==> src/rtl/tscd_pkg.sv <==
// ----------------------------------------------------------------------------
// tscd_pkg: shared definitions for the two-sided CUSUM detector
// Widths, register indexes, saturation limits and the sum-step result type.
// ----------------------------------------------------------------------------
`default_nettype none

package tscd_pkg;

    // Width of the incoming prediction sample (legal range 16 to 48).
    localparam int SAMPLE_W  = 32;

    // Register and payload widths fixed by the Q16.16 format.
    localparam int CFG_W     = 32;
    localparam int CFG_IDX_W = 8;

    // Difference (sample - mean) needs one bit more than the wider operand.
    localparam int EXT_W     = (SAMPLE_W > 32) ? SAMPLE_W : 32;
    localparam int DIFF_W    = EXT_W + 1;
    // Magnitude is split into a low 32-bit word and a high part.
    localparam int HI_W      = DIFF_W - 32;
    localparam int PLO_W     = 64;
    localparam int PHI_W     = HI_W + 32;
    // Recombined quotient: 48 bits of the low product plus a carry bit.
    localparam int Q_W       = 49;
    // Accumulator update headroom: 32-bit sum plus and minus 32-bit terms.
    localparam int SUM_W     = 35;

    // Configuration register indexes.
    localparam logic [CFG_IDX_W-1:0] CFG_MEAN_OFFSET      = CFG_IDX_W'(0);
    localparam logic [CFG_IDX_W-1:0] CFG_INVERSE_VARIANCE = CFG_IDX_W'(1);
    localparam logic [CFG_IDX_W-1:0] CFG_DRIFT_ALLOWANCE  = CFG_IDX_W'(2);
    localparam logic [CFG_IDX_W-1:0] CFG_ALARM_THRESHOLD  = CFG_IDX_W'(3);

    // Register reset values.
    localparam logic [CFG_W-1:0] RST_MEAN_OFFSET      = 32'd0;
    localparam logic [CFG_W-1:0] RST_INVERSE_VARIANCE = 32'd65536;
    localparam logic [CFG_W-1:0] RST_DRIFT_ALLOWANCE  = 32'd0;
    localparam logic [CFG_W-1:0] RST_ALARM_THRESHOLD  = 32'd327680;

    // Saturation limits of the normalized value.
    localparam logic [31:0]    Z_POS_MAX = 32'h7FFF_FFFF;
    localparam logic [31:0]    Z_NEG_MIN = 32'h8000_0000;
    localparam logic [Q_W-1:0] Q_POS_LIM = Q_W'(32'h7FFF_FFFF);
    localparam logic [Q_W-1:0] Q_NEG_LIM = Q_W'(32'h8000_0000);

    // Saturation limit of a cumulative sum.
    localparam logic [31:0] SUM_MAX = 32'hFFFF_FFFF;

    // Outcome of one clamped cumulative-sum step.
    typedef struct packed {
        logic [31:0] sum;
        logic        alarm;
    } t_sum_step;

endpackage

`default_nettype wire

==> src/rtl/tscd_sum_step.sv <==
// ----------------------------------------------------------------------------
// tscd_sum_step: one clamped cumulative-sum update with alarm compare
// Computes acc + term - drift, clamps it to [0, 2^32-1] and flags it when it
// lies strictly above the threshold.
// ----------------------------------------------------------------------------
`default_nettype none

module tscd_sum_step (
    input  wire logic [31:0]                       i_acc,
    input  wire logic signed [tscd_pkg::SUM_W-1:0] i_term,
    input  wire logic [31:0]                       i_drift,
    input  wire logic [31:0]                       i_threshold,
    output tscd_pkg::t_sum_step                    o_result
);

    logic signed [tscd_pkg::SUM_W-1:0] raw;
    logic [31:0]                       clamped;

    always_comb begin
        raw = $signed({3'b000, i_acc}) + i_term - $signed({3'b000, i_drift});
        if (raw[tscd_pkg::SUM_W-1]) begin
            clamped = 32'd0;
        end else if (raw[tscd_pkg::SUM_W-2:32] != '0) begin
            clamped = tscd_pkg::SUM_MAX;
        end else begin
            clamped = raw[31:0];
        end
        o_result.sum   = clamped;
        o_result.alarm = (clamped > i_threshold);
    end

endmodule

`default_nettype wire

==> src/rtl/two_sided_cusum_detector.sv <==
// ----------------------------------------------------------------------------
// two_sided_cusum_detector: normalizing two-sided CUSUM change detector
// Normalizes each Q16.16 sample and updates clamped upper and lower sums.
// ----------------------------------------------------------------------------
// The block takes one signed Q16.16 sample per transaction and returns one
// result per transaction: the normalized value z = (sample - mean_offset) *
// inverse_variance, truncated toward zero and saturated to 32 bits, the upper
// sum (sum + z - drift) and lower sum (sum - z - drift), each clamped to
// [0, 2^32-1], and an alarm bit for each sum that lies strictly above
// alarm_threshold. A five-stage pipeline (input register, subtract and
// magnitude, split multiply, recombine and saturate, sum update) accepts one
// sample every cycle while o_stall is low; each result passes through the
// stage A to D registers into the output register. The sustained rate of
// one item per cycle is set by the sum-update stage, whose accumulators
// feed back into themselves on every update. Stages hold their contents
// independently, so a new sample is still accepted while a result waits,
// as long as an empty stage remains somewhere in the pipeline.
// Configuration writes take effect at the next clock edge and are meant to be
// made while the pipeline is empty.
// ----------------------------------------------------------------------------
`default_nettype none

module two_sided_cusum_detector (
    input  wire logic                              i_clk,
    input  wire logic                              i_rst_n,

    // Configuration write port.
    input  wire logic                              i_cfg_we,
    input  wire logic [tscd_pkg::CFG_IDX_W-1:0]    i_cfg_index,
    input  wire logic [tscd_pkg::CFG_W-1:0]        i_cfg_data,

    // Sample channel.
    input  wire logic                              i_valid,
    output      logic                              o_stall,
    input  wire logic signed [tscd_pkg::SAMPLE_W-1:0] i_sample,

    // Result channel.
    output      logic                              o_valid,
    input  wire logic                              i_stall,
    output      logic signed [31:0]                o_normalized,
    output      logic [31:0]                       o_upper_sum,
    output      logic [31:0]                       o_lower_sum,
    output      logic                              o_upper_alarm,
    output      logic                              o_lower_alarm
);

    // ------------------------------------------------------------------
    // Configuration registers
    // ------------------------------------------------------------------
    logic [31:0] r_mean_offset;
    logic [31:0] r_inverse_variance;
    logic [31:0] r_drift_allowance;
    logic [31:0] r_alarm_threshold;

    always_ff @(posedge i_clk) begin
        if (!i_rst_n) begin
            r_mean_offset      <= tscd_pkg::RST_MEAN_OFFSET;
            r_inverse_variance <= tscd_pkg::RST_INVERSE_VARIANCE;
            r_drift_allowance  <= tscd_pkg::RST_DRIFT_ALLOWANCE;
            r_alarm_threshold  <= tscd_pkg::RST_ALARM_THRESHOLD;
        end else if (i_cfg_we) begin
            case (i_cfg_index)
                tscd_pkg::CFG_MEAN_OFFSET:      r_mean_offset      <= i_cfg_data;
                tscd_pkg::CFG_INVERSE_VARIANCE: r_inverse_variance <= i_cfg_data;
                tscd_pkg::CFG_DRIFT_ALLOWANCE:  r_drift_allowance  <= i_cfg_data;
                tscd_pkg::CFG_ALARM_THRESHOLD:  r_alarm_threshold  <= i_cfg_data;
                default: begin
                    // Writes to unmapped indexes are dropped.
                end
            endcase
        end
    end

    // ------------------------------------------------------------------
    // Pipeline flow control
    // ------------------------------------------------------------------
    // Each stage loads when it is empty or when the stage after it loads.
    // Stage A is the input register, E is the output register.
    logic r_a_valid;
    logic r_b_valid;
    logic r_c_valid;
    logic r_d_valid;
    logic r_e_valid;

    logic e_ready;
    logic d_ready;
    logic c_ready;
    logic b_ready;
    logic a_ready;

    always_comb begin
        e_ready = !r_e_valid || !i_stall;
        d_ready = !r_d_valid || e_ready;
        c_ready = !r_c_valid || d_ready;
        b_ready = !r_b_valid || c_ready;
        a_ready = !r_a_valid || b_ready;
    end

    assign o_stall = !a_ready;
    assign o_valid = r_e_valid;

    always_ff @(posedge i_clk) begin
        if (!i_rst_n) begin
            r_a_valid <= 1'b0;
            r_b_valid <= 1'b0;
            r_c_valid <= 1'b0;
            r_d_valid <= 1'b0;
            r_e_valid <= 1'b0;
        end else begin
            if (a_ready) begin
                r_a_valid <= i_valid;
            end
            if (b_ready) begin
                r_b_valid <= r_a_valid;
            end
            if (c_ready) begin
                r_c_valid <= r_b_valid;
            end
            if (d_ready) begin
                r_d_valid <= r_c_valid;
            end
            if (e_ready) begin
                r_e_valid <= r_d_valid;
            end
        end
    end

    // ------------------------------------------------------------------
    // Stage A: input register
    // ------------------------------------------------------------------
    logic [tscd_pkg::SAMPLE_W-1:0] r_sample;

    always_ff @(posedge i_clk) begin
        if (a_ready && i_valid) begin
            r_sample <= i_sample;
        end
    end

    // ------------------------------------------------------------------
    // Stage B: difference from the mean, split into sign and magnitude
    // ------------------------------------------------------------------
    logic [tscd_pkg::DIFF_W-1:0] n_diff;
    logic [tscd_pkg::DIFF_W-1:0] n_mag;
    logic                        r_b_neg;
    logic [tscd_pkg::DIFF_W-1:0] r_b_mag;

    always_comb begin
        n_diff = {{(tscd_pkg::DIFF_W - tscd_pkg::SAMPLE_W){r_sample[tscd_pkg::SAMPLE_W-1]}},
                  r_sample}
               - {{(tscd_pkg::DIFF_W - 32){r_mean_offset[31]}}, r_mean_offset};
        // The difference never reaches the most negative code, so negation is safe.
        n_mag  = n_diff[tscd_pkg::DIFF_W-1] ? (~n_diff + tscd_pkg::DIFF_W'(1)) : n_diff;
    end

    always_ff @(posedge i_clk) begin
        if (b_ready && r_a_valid) begin
            r_b_neg <= n_diff[tscd_pkg::DIFF_W-1];
            r_b_mag <= n_mag;
        end
    end

    // ------------------------------------------------------------------
    // Stage C: magnitude times gain as two partial products
    // ------------------------------------------------------------------
    logic                         r_c_neg;
    logic [tscd_pkg::PLO_W-1:0]   r_c_plo;
    logic [tscd_pkg::PHI_W-1:0]   r_c_phi;

    always_ff @(posedge i_clk) begin
        if (c_ready && r_b_valid) begin
            r_c_neg <= r_b_neg;
            r_c_plo <= tscd_pkg::PLO_W'(r_b_mag[31:0]) * tscd_pkg::PLO_W'(r_inverse_variance);
            r_c_phi <= tscd_pkg::PHI_W'(r_b_mag[tscd_pkg::DIFF_W-1:32])
                     * tscd_pkg::PHI_W'(r_inverse_variance);
        end
    end

    // ------------------------------------------------------------------
    // Stage D: recombine, drop 16 fraction bits, saturate to 32 bits
    // ------------------------------------------------------------------
    logic                     n_big;
    logic [tscd_pkg::Q_W-1:0] n_q;
    logic [31:0]              n_z;
    logic signed [31:0]       r_d_z;

    always_comb begin
        // A high partial product at or above 2^16 puts the result far out of range.
        n_big = (r_c_phi[tscd_pkg::PHI_W-1:16] != '0);
        n_q   = {1'b0, r_c_plo[63:16]} + {17'b0, r_c_phi[15:0], 16'b0};
        if (r_c_neg) begin
            if (n_big || (n_q > tscd_pkg::Q_NEG_LIM)) begin
                n_z = tscd_pkg::Z_NEG_MIN;
            end else begin
                n_z = ~n_q[31:0] + 32'd1;
            end
        end else begin
            if (n_big || (n_q > tscd_pkg::Q_POS_LIM)) begin
                n_z = tscd_pkg::Z_POS_MAX;
            end else begin
                n_z = n_q[31:0];
            end
        end
    end

    always_ff @(posedge i_clk) begin
        if (d_ready && r_c_valid) begin
            r_d_z <= n_z;
        end
    end

    // ------------------------------------------------------------------
    // Stage E: cumulative sums, alarms and output register
    // ------------------------------------------------------------------
    // The accumulators double as the sum fields of the output register.
    logic signed [tscd_pkg::SUM_W-1:0] upper_term;
    logic signed [tscd_pkg::SUM_W-1:0] lower_term;
    tscd_pkg::t_sum_step               upper_step;
    tscd_pkg::t_sum_step               lower_step;

    logic [31:0]        r_upper_acc;
    logic [31:0]        r_lower_acc;
    logic signed [31:0] r_normalized;
    logic               r_upper_alarm;
    logic               r_lower_alarm;

    assign upper_term = {{(tscd_pkg::SUM_W - 32){r_d_z[31]}}, r_d_z};
    assign lower_term = -upper_term;

    tscd_sum_step u_upper_step (
        .i_acc       (r_upper_acc),
        .i_term      (upper_term),
        .i_drift     (r_drift_allowance),
        .i_threshold (r_alarm_threshold),
        .o_result    (upper_step)
    );

    tscd_sum_step u_lower_step (
        .i_acc       (r_lower_acc),
        .i_term      (lower_term),
        .i_drift     (r_drift_allowance),
        .i_threshold (r_alarm_threshold),
        .o_result    (lower_step)
    );

    always_ff @(posedge i_clk) begin
        if (!i_rst_n) begin
            r_upper_acc <= 32'd0;
            r_lower_acc <= 32'd0;
        end else if (e_ready && r_d_valid) begin
            r_upper_acc <= upper_step.sum;
            r_lower_acc <= lower_step.sum;
        end
    end

    always_ff @(posedge i_clk) begin
        if (e_ready && r_d_valid) begin
            r_normalized  <= r_d_z;
            r_upper_alarm <= upper_step.alarm;
            r_lower_alarm <= lower_step.alarm;
        end
    end

    assign o_normalized  = r_normalized;
    assign o_upper_sum   = r_upper_acc;
    assign o_lower_sum   = r_lower_acc;
    assign o_upper_alarm = r_upper_alarm;
    assign o_lower_alarm = r_lower_alarm;

    // ------------------------------------------------------------------
    // Assertions
    // ------------------------------------------------------------------
    // Input back-pressure only appears when every stage holds a transaction.
    a_stall_only_when_full: assert property (@(posedge i_clk) disable iff (!i_rst_n)
        o_stall |-> (r_a_valid && r_b_valid && r_c_valid && r_d_valid && r_e_valid))
        else $error("input stalled while a pipeline stage was empty");

    // The accumulators move only when a transaction enters the output stage.
    a_acc_hold: assert property (@(posedge i_clk) disable iff (!i_rst_n)
        !(e_ready && r_d_valid) |=> ($stable(r_upper_acc) && $stable(r_lower_acc)))
        else $error("accumulator changed without a sum update");

    // A delivered result with nothing behind it leaves the output empty.
    a_drain: assert property (@(posedge i_clk) disable iff (!i_rst_n)
        (r_e_valid && !i_stall && !r_d_valid) |=> !r_e_valid)
        else $error("output stayed valid after its transaction was taken");

    // A pending result's alarms agree with its sums and the current threshold.
    a_alarm_match: assert property (@(posedge i_clk) disable iff (!i_rst_n)
        r_e_valid |-> ((r_upper_alarm == (r_upper_acc > r_alarm_threshold))
                    && (r_lower_alarm == (r_lower_acc > r_alarm_threshold))))
        else $error("alarm flag disagrees with its sum");

endmodule

`default_nettype wire

==> config.mk <==
export PLATFORM = sky130hd
export DESIGN_NAME = two_sided_cusum_detector
export DESIGN_NICKNAME = d
export VERILOG_FILES = /design/src/rtl/tscd_pkg.sv /design/src/rtl/tscd_sum_step.sv /design/src/rtl/two_sided_cusum_detector.sv
export SDC_FILE = /design/constraint.sdc
export NUM_CORES = 2
export LEC_CHECK = 0
export BUFFER_PORTS_ARGS = -buffer_cell sky130_fd_sc_hd__buf_2
export CELL_PAD_IN_SITES_DETAIL_PLACEMENT = 1
export CELL_PAD_IN_SITES_GLOBAL_PLACEMENT = 2
export CORE_MARGIN = 1
export CORE_UTILIZATION = 38
export CTS_CLUSTER_DIAMETER = 30
export DETAILED_ROUTE_END_ITERATION = 12
export PLACE_DENSITY = 0.92
export RECOVER_POWER = 50
export SETUP_SLACK_MARGIN = 0.3
export SYNTH_ARGS = -nofsm -noshare
export SYNTH_HDL_FRONTEND = slang
export SYNTH_SLANG_ARGS = --single-unit
==> constraint.sdc <==
create_clock -name i_clk -period 7.2 [get_ports i_clk]
set_clock_uncertainty 0.05 [all_clocks]
set_input_delay 1.44 -clock i_clk [delete_from_list [all_inputs] [get_ports i_clk]]
set_output_delay 1.44 -clock i_clk [all_outputs]
set_load 0.05 [all_outputs]
* Word level (Yosys, flattened, before mapping)
Index checks and enable logic that the tools add are counted.
** Storage, ports and cells
- Bits of input ports :: 77
- Bits in registers :: 427
- Output and inout port bits :: 100
** Cells by class
- Multiply operators :: 2
- Add/sub/neg operators :: 9
- Equal/unequal tests :: 3
- Mux-type cells :: 8
- Magnitude comparators :: 4
- Reduce and logical (&&, ||, !) cells :: 27
- Bitwise operators :: 2
** Operators by type and width (number)
- $mux W32 :: 8
- $sub A35 B33 Y35 :: 2
- $gt A32 B32 Y1 :: 2
- $mul A32 B32 Y64 :: 1
- $add A48 B32 Y49 :: 1
- $gt A49 B31 Y1 const B :: 1
- $gt A49 B32 Y1 const B :: 1
- $add A33 B35 Y35 :: 1
- $neg A32 Y35 :: 1
- $add A33 B32 Y34 :: 1
- $add A33 B1 Y33 const B :: 1
- $mul A1 B32 Y33 :: 1
- $not A33 Y33 :: 1
- $sub A32 B32 Y33 :: 1
- $add A32 B1 Y32 const B :: 1
- $not A32 Y32 :: 1
- $reduce_bool A17 Y1 :: 1
- $eq A8 B2 Y1 const B :: 2
- $eq A8 B1 Y1 const B :: 1
- $logic_not A8 Y1 :: 1
- $reduce_and A2 Y1 :: 4
- $logic_not A1 Y1 :: 7
- $logic_or A1 B1 Y1 :: 7
- $logic_and A1 B1 Y1 :: 5
- $reduce_bool A2 Y1 :: 2

* Logic depth before layout (Yosys ltp)
- Depth after elaboration :: 7
- Gate-level depth with buffers :: 38

* Modules after synthesis
Synthesis repeated with hierarchy kept, for this count alone.
** Unflattened totals
- Cells, all modules :: 6910
- Area total of the unflattened synthesis :: 61456.4 µm²
** Modules (own cells, without submodules)
- two_sided_cusum_detector :: instances 1, cells an instance 5779, area each 53204.8 µm²
- tscd_sum_step at u_upper_step :: instances 1, cells an instance 555, area each 4144.0 µm²
- tscd_sum_step at u_lower_step :: instances 1, cells an instance 576, area each 4107.7 µm²

* Worst setup path after synthesis
Ideal clock, no wire load.
- Kind :: register to register
- From :: reg r_inverse_variance[2]
- To :: reg r_c_plo[62] (netlist bit) (data pin)
- Cell stages (with the launch flop) :: 30
- Required time :: 6892 ps
- Library setup time :: 258 ps
- Data arrival time :: 7560 ps
- Path slack :: -667 ps
- Cells stage by stage :: dfxtp_1 clkbuf_1 clkbuf_1 nand2_1 fa_1 inv_1 fa_1 inv_1 fa_1 fa_1 inv_1 fa_1 inv_1 fa_1 fa_1 fa_1 inv_1 ha_1 nand2_1 o21ai_0 or3_1 o221ai_1 o21a_1 a311oi_1 o211ai_1 a211oi_1 o31ai_1 o41ai_1 a21oi_1 xnor2_1
** Between the ends
- Word-level cells in the longest chain between the ends :: 1
** RTL lines
- start, declared :: RTL line two_sided_cusum_detector.sv:51 : logic [31:0] r_inverse_variance;
- start signal, assigned :: RTL line two_sided_cusum_detector.sv:58 : r_inverse_variance <= tscd_pkg::RST_INVERSE_VARIANCE;
- start signal, assigned :: RTL line two_sided_cusum_detector.sv:64 : tscd_pkg::CFG_INVERSE_VARIANCE: r_inverse_variance <= i_cfg_data;
- $mul A32 B32 Y64 :: RTL line two_sided_cusum_detector.sv:172 : r_c_plo <= tscd_pkg::PLO_W'(r_b_mag[31:0]) * tscd_pkg::PLO_W'(r_inverse_variance);
- end signal, assigned :: RTL line two_sided_cusum_detector.sv:172
- end, declared :: RTL line two_sided_cusum_detector.sv:166 : logic [tscd_pkg::PLO_W-1:0] r_c_plo;
Every way passes these cells.
A chain may end at the register's enable or synchronous reset.

* Final worst setup path
- From :: reg r_b_mag[8] (netlist bit)
- To :: reg r_c_plo[62] (netlist bit) (data pin)
** Between the ends
- Word-level cells in the longest chain between the ends :: 1
** RTL lines
- start, declared :: RTL line two_sided_cusum_detector.sv:145 : logic [tscd_pkg::DIFF_W-1:0] r_b_mag;
- start signal, assigned :: RTL line two_sided_cusum_detector.sv:158 : r_b_mag <= n_mag;
- $mul A32 B32 Y64 :: RTL line two_sided_cusum_detector.sv:172
Every way passes these cells.

==> impl_metrics.csv <==
group,metric,value,unit
placed_design,place_inst,9077,
clock_network,cts_made_buffers,109,
placed_design,place.gp.congestion,0.940,
global_routing,grt_max_degree,82,
global_routing,grt_pass1_vias,56900,
setup_path,startpoint_type,"register",
sta,finalCritPeriodShare,1.11,
drt,detail_route.vias_per_cell,5.51,
placed_design,dp_hpwl,178000,microns
layout,n_fill_cell,17400,
drt,drt-initial-drc-count,4023,
global_routing,antenna_found_initial,8,
sta,setup_violations,38,
floorplan,std_cell_rows,143,
placed_design,dpl_cell_area,0.0666,sq mm
drt,vias,51900,
clock_network,clk_latency,760,ps
placed_design,port_buffers,176,
run_status,status,"finished, violations left",
drt,drc,0,
floorplan,die_w,395,microns
setup_path,cp_slowest_cell,"fa_1",
power_and_ir_drop,p_per_area,127,mW/mm^2
power_and_ir_drop,ir_worst_vdd,179,uV
floorplan,core,0.152,sq mm
layout,nets,8764,
sta,worst_slack,-818,ps
setup_path,critPathBufInv,5,
logic_synthesis,synth_edf_count,213,
logic_synthesis,synthDistinctLibCells,92,
setup_path,r2r-start,"r_b_mag[8]",
setup_path,reg2reg_setup_slack,-820,ps
global_routing,grt_util_all_layers,0.289,
clock_network,cts_hold_buf,0,
logic_synthesis,ys_seq_elements,410,
setup_path,crit_required,7630,ps
hold_path,hold_end,"r_drift_allowance[10]",
setup_path,cp_top_family,"adder cells",
setup_path,reg2reg_to,"r_c_plo[62]",
setup_path,arrival,8450,ps
clock_network,cts_tree,"done",
setup_path,slowest_delay,580,ps
floorplan,die_h,395,microns
global_routing,grt_overflow_total,0,
hold_path,min_delay_path_depth,2,
setup_path,crit_path_max_fanout,8,
layout,area_growth,24.6,%
logic_synthesis,post_synth.cell_area_avg,8.96,sq um
logic_synthesis,synthCells,6534,
layout,design_area,0.0730,sq mm
global_routing,grt_pass1_wl,344000,microns
setup_path,reg2regPathDepth,25,
clock_network,cts_max_level,3,
logic_synthesis,yosys_warnings,0,
run,max_cap_violations,7,
layout,layout.cells.non_filler,9412,
drt,routedWlPerCell,25.3,microns
clock_network,clkTransAtPathRegs,50,ps
drt,antenna_left,0,
setup_path,critPathKind,"reg -> reg",
logic_synthesis,netlist_area,0.0586,sq mm
setup_path,cp_common_cell,"fa_1",
clock_network,root_buffer,"clkbuf_16",
logic_synthesis,synth_flop_cell,"edfxtp_1",
setup_path,cp-end-kind,"register",
floorplan,start_util,0.384,
run_status,violations,"capacitance limit, slew limit, setup timing",
sta,fmax,0.125,GHz
hold_path,min_from,"r_drift_allowance[10]",
sta,final_max_slew_viol_count,315,
sta,tightest_slew,4510,ps
logic_synthesis,async_flop_share,0,
logic_synthesis,yosysSeqAreaShare,0.177,
sta,rsz0062_at_grt,"true",
drt,routed_wl,238000,microns
sta,relSlewSlack,-2.00,
clock_network,cts_sinks,410,
drt,firstDrtPassIters,6,
logic_synthesis,syn_nets,8017,
sta,period_needed,8020,ps
layout,drive_gt1_frac,0.196,
power_and_ir_drop,leakage,0.0337,uW
floorplan,die_area,0.156,sq mm
hold_path,hp-class,"reg -> reg",
clock_network,cts_buffer_depth,3,
sta,hold_viol_final,0,
floorplan,io_pins,177,
==> report_power, final <==
part	switching, uW	internal (uW)	total [uW]	leakage [uW]
Combinational	1030	622	1650	0.0283
Sequential	46.7	2530	2580	0.00356
Clock	1770	3260	5030	0.00179
==> cell families after synthesis <==
| group | synth area share |
|---|---|
| and+or+nand+nor | 0.167 |
| buffers and inverters | 0.0960 |
| adders and majority gates | 0.420 |
| AOI/OAI and AO/OA | 0.109 |
| DFF | 0.177 |
| xor gates and xnor gates | 0.0308 |
| muxes | 0.00126 |
==> per-stage QoR <==
| stage | hold WS (ps) | utilization | setup slack, ps | TNS [ps] | power [uW] |
|---|---|---|---|---|---|
| CTS | 416 | 0.470 | -640 | -11280 | 9150 |
| global placement | 400 | 0.437 | -786 | -12790 | 4010 |
| detailed placement | 410 | 0.437 | -946 | -18790 | 4070 |
| global route | 428 | 0.479 | -1030 | -27310 | 9490 |
| floorplan | 350 | - | -168 | -521 | 3410 |
| finish | 411 | 0.479 | -818 | -20700 | 9270 |
==> cells in the mapped netlist, drive strengths merged (28+ instances only) <==
cell type	count	area share
inv	1172	0.075
edfxtp	213	0.11
nor2b	41	0.0045
nand4	48	0.0051
nor2	195	0.012
a21o	139	0.018
a31oi	40	0.0043
clkbuf	301	0.019
a21oi	223	0.019
o21a	41	0.0053
nor3	82	0.0075
o21ai	170	0.015
nand2	1063	0.068
dfxtp	197	0.067
a211o	28	0.0042
and2	428	0.046
nand2b	37	0.0040
xnor2	140	0.021
a21boi	132	0.017
fa	931	0.32
nand3	57	0.0049
xor2	66	0.0099
ha	475	0.10
==> state kept, by name (all words and copies together), names as in the netlist, 32 cells and up <==
name,count
r_c_plo,48
r_b_mag,33
o_lower_sum,32
o_normalized,32
o_upper_sum,32
r_alarm_threshold,32
r_c_phi,32
r_d_z,32
r_drift_allowance,32
r_inverse_variance,32
r_mean_offset,32
r_sample,32
==> worst max path at each step <==
stage / startpoint / end / slack [ps] / cells past startpoint
after floorplan: r_inverse_variance[5] / r_c_plo[62] / -170 / 29
after global placement: r_b_mag[24] / r_c_plo[62] / -790 / 25
after detailed placement: r_b_mag[6] / r_c_plo[62] / -950 / 26
after CTS: r_b_mag[17] / r_c_plo[59] / -640 / 27
after global routing: r_inverse_variance[5] / r_c_plo[62] / -1030 / 32
final: r_b_mag[8] / r_c_plo[62] / -820 / 25
==> worst register-to-register path, delay by kind of cell (launching register included) <==
| kind | cells | cell delay (ps) |
|---|---|---|
| compound gates | 8 | 1640 |
| xor+xnor | 1 | 160 |
| fa+ha+maj | 9 | 4340 |
| buf+inv | 5 | 690 |
| flops | 1 | 410 |
| simple gates | 2 | 440 |
==> final cells by class <==
cell class | count | area [sq um] | share of cell area
inverter | 1172 | 4400 | 0.0603
clock inverter | 76 | 957 | 0.0131
clock buffer | 131 | 2830 | 0.0388
sequential | 410 | 10400 | 0.142
tap | 2030 | 2540 | 0.0348
timing repair buffer | 955 | 7670 | 0.105
antenna | 5 | 12.5 | 0.000171
multi-input combinational | 4633 | 44200 | 0.605
==> routing by layer <==
layer	global-route usage	wire length, microns	vias up
li1	-	-	22100
met2	0.489	114000	2330
met5	0	48	-
met1	0.358	92100	26600
met3	0.0463	17400	823
met4	0.136	14700	8
==> placed cells by master, fill, tap and decap left out, types with 100 or more instances in the layout <==
cell	instances
a21boi_0	130
a21o_1	138
a21oi_1	183
and2_1	394
buf_2	126
buf_4	628
clkbuf_1	100
clkbuf_16	112
dfxtp_1	180
edfxtp_1	213
fa_1	871
ha_1	449
inv_1	1124
nand2_1	1037
nor2_1	174
o21ai_0	124
xnor2_1	130
==> what timing repair did <==
| item | in CTS | in global routing |
|---|---|---|
| endpoints found under the setup margin | 42 | 47 |
| hold endpoints to repair | 0 | 0 |
| cloned | 3 | 3 |
| pin swaps | 110 | 192 |
| gates resized for setup | 178 | 275 |
| setup buffers | 58 | 59 |
No activity file was read; power rests on OpenSTA's default activity.
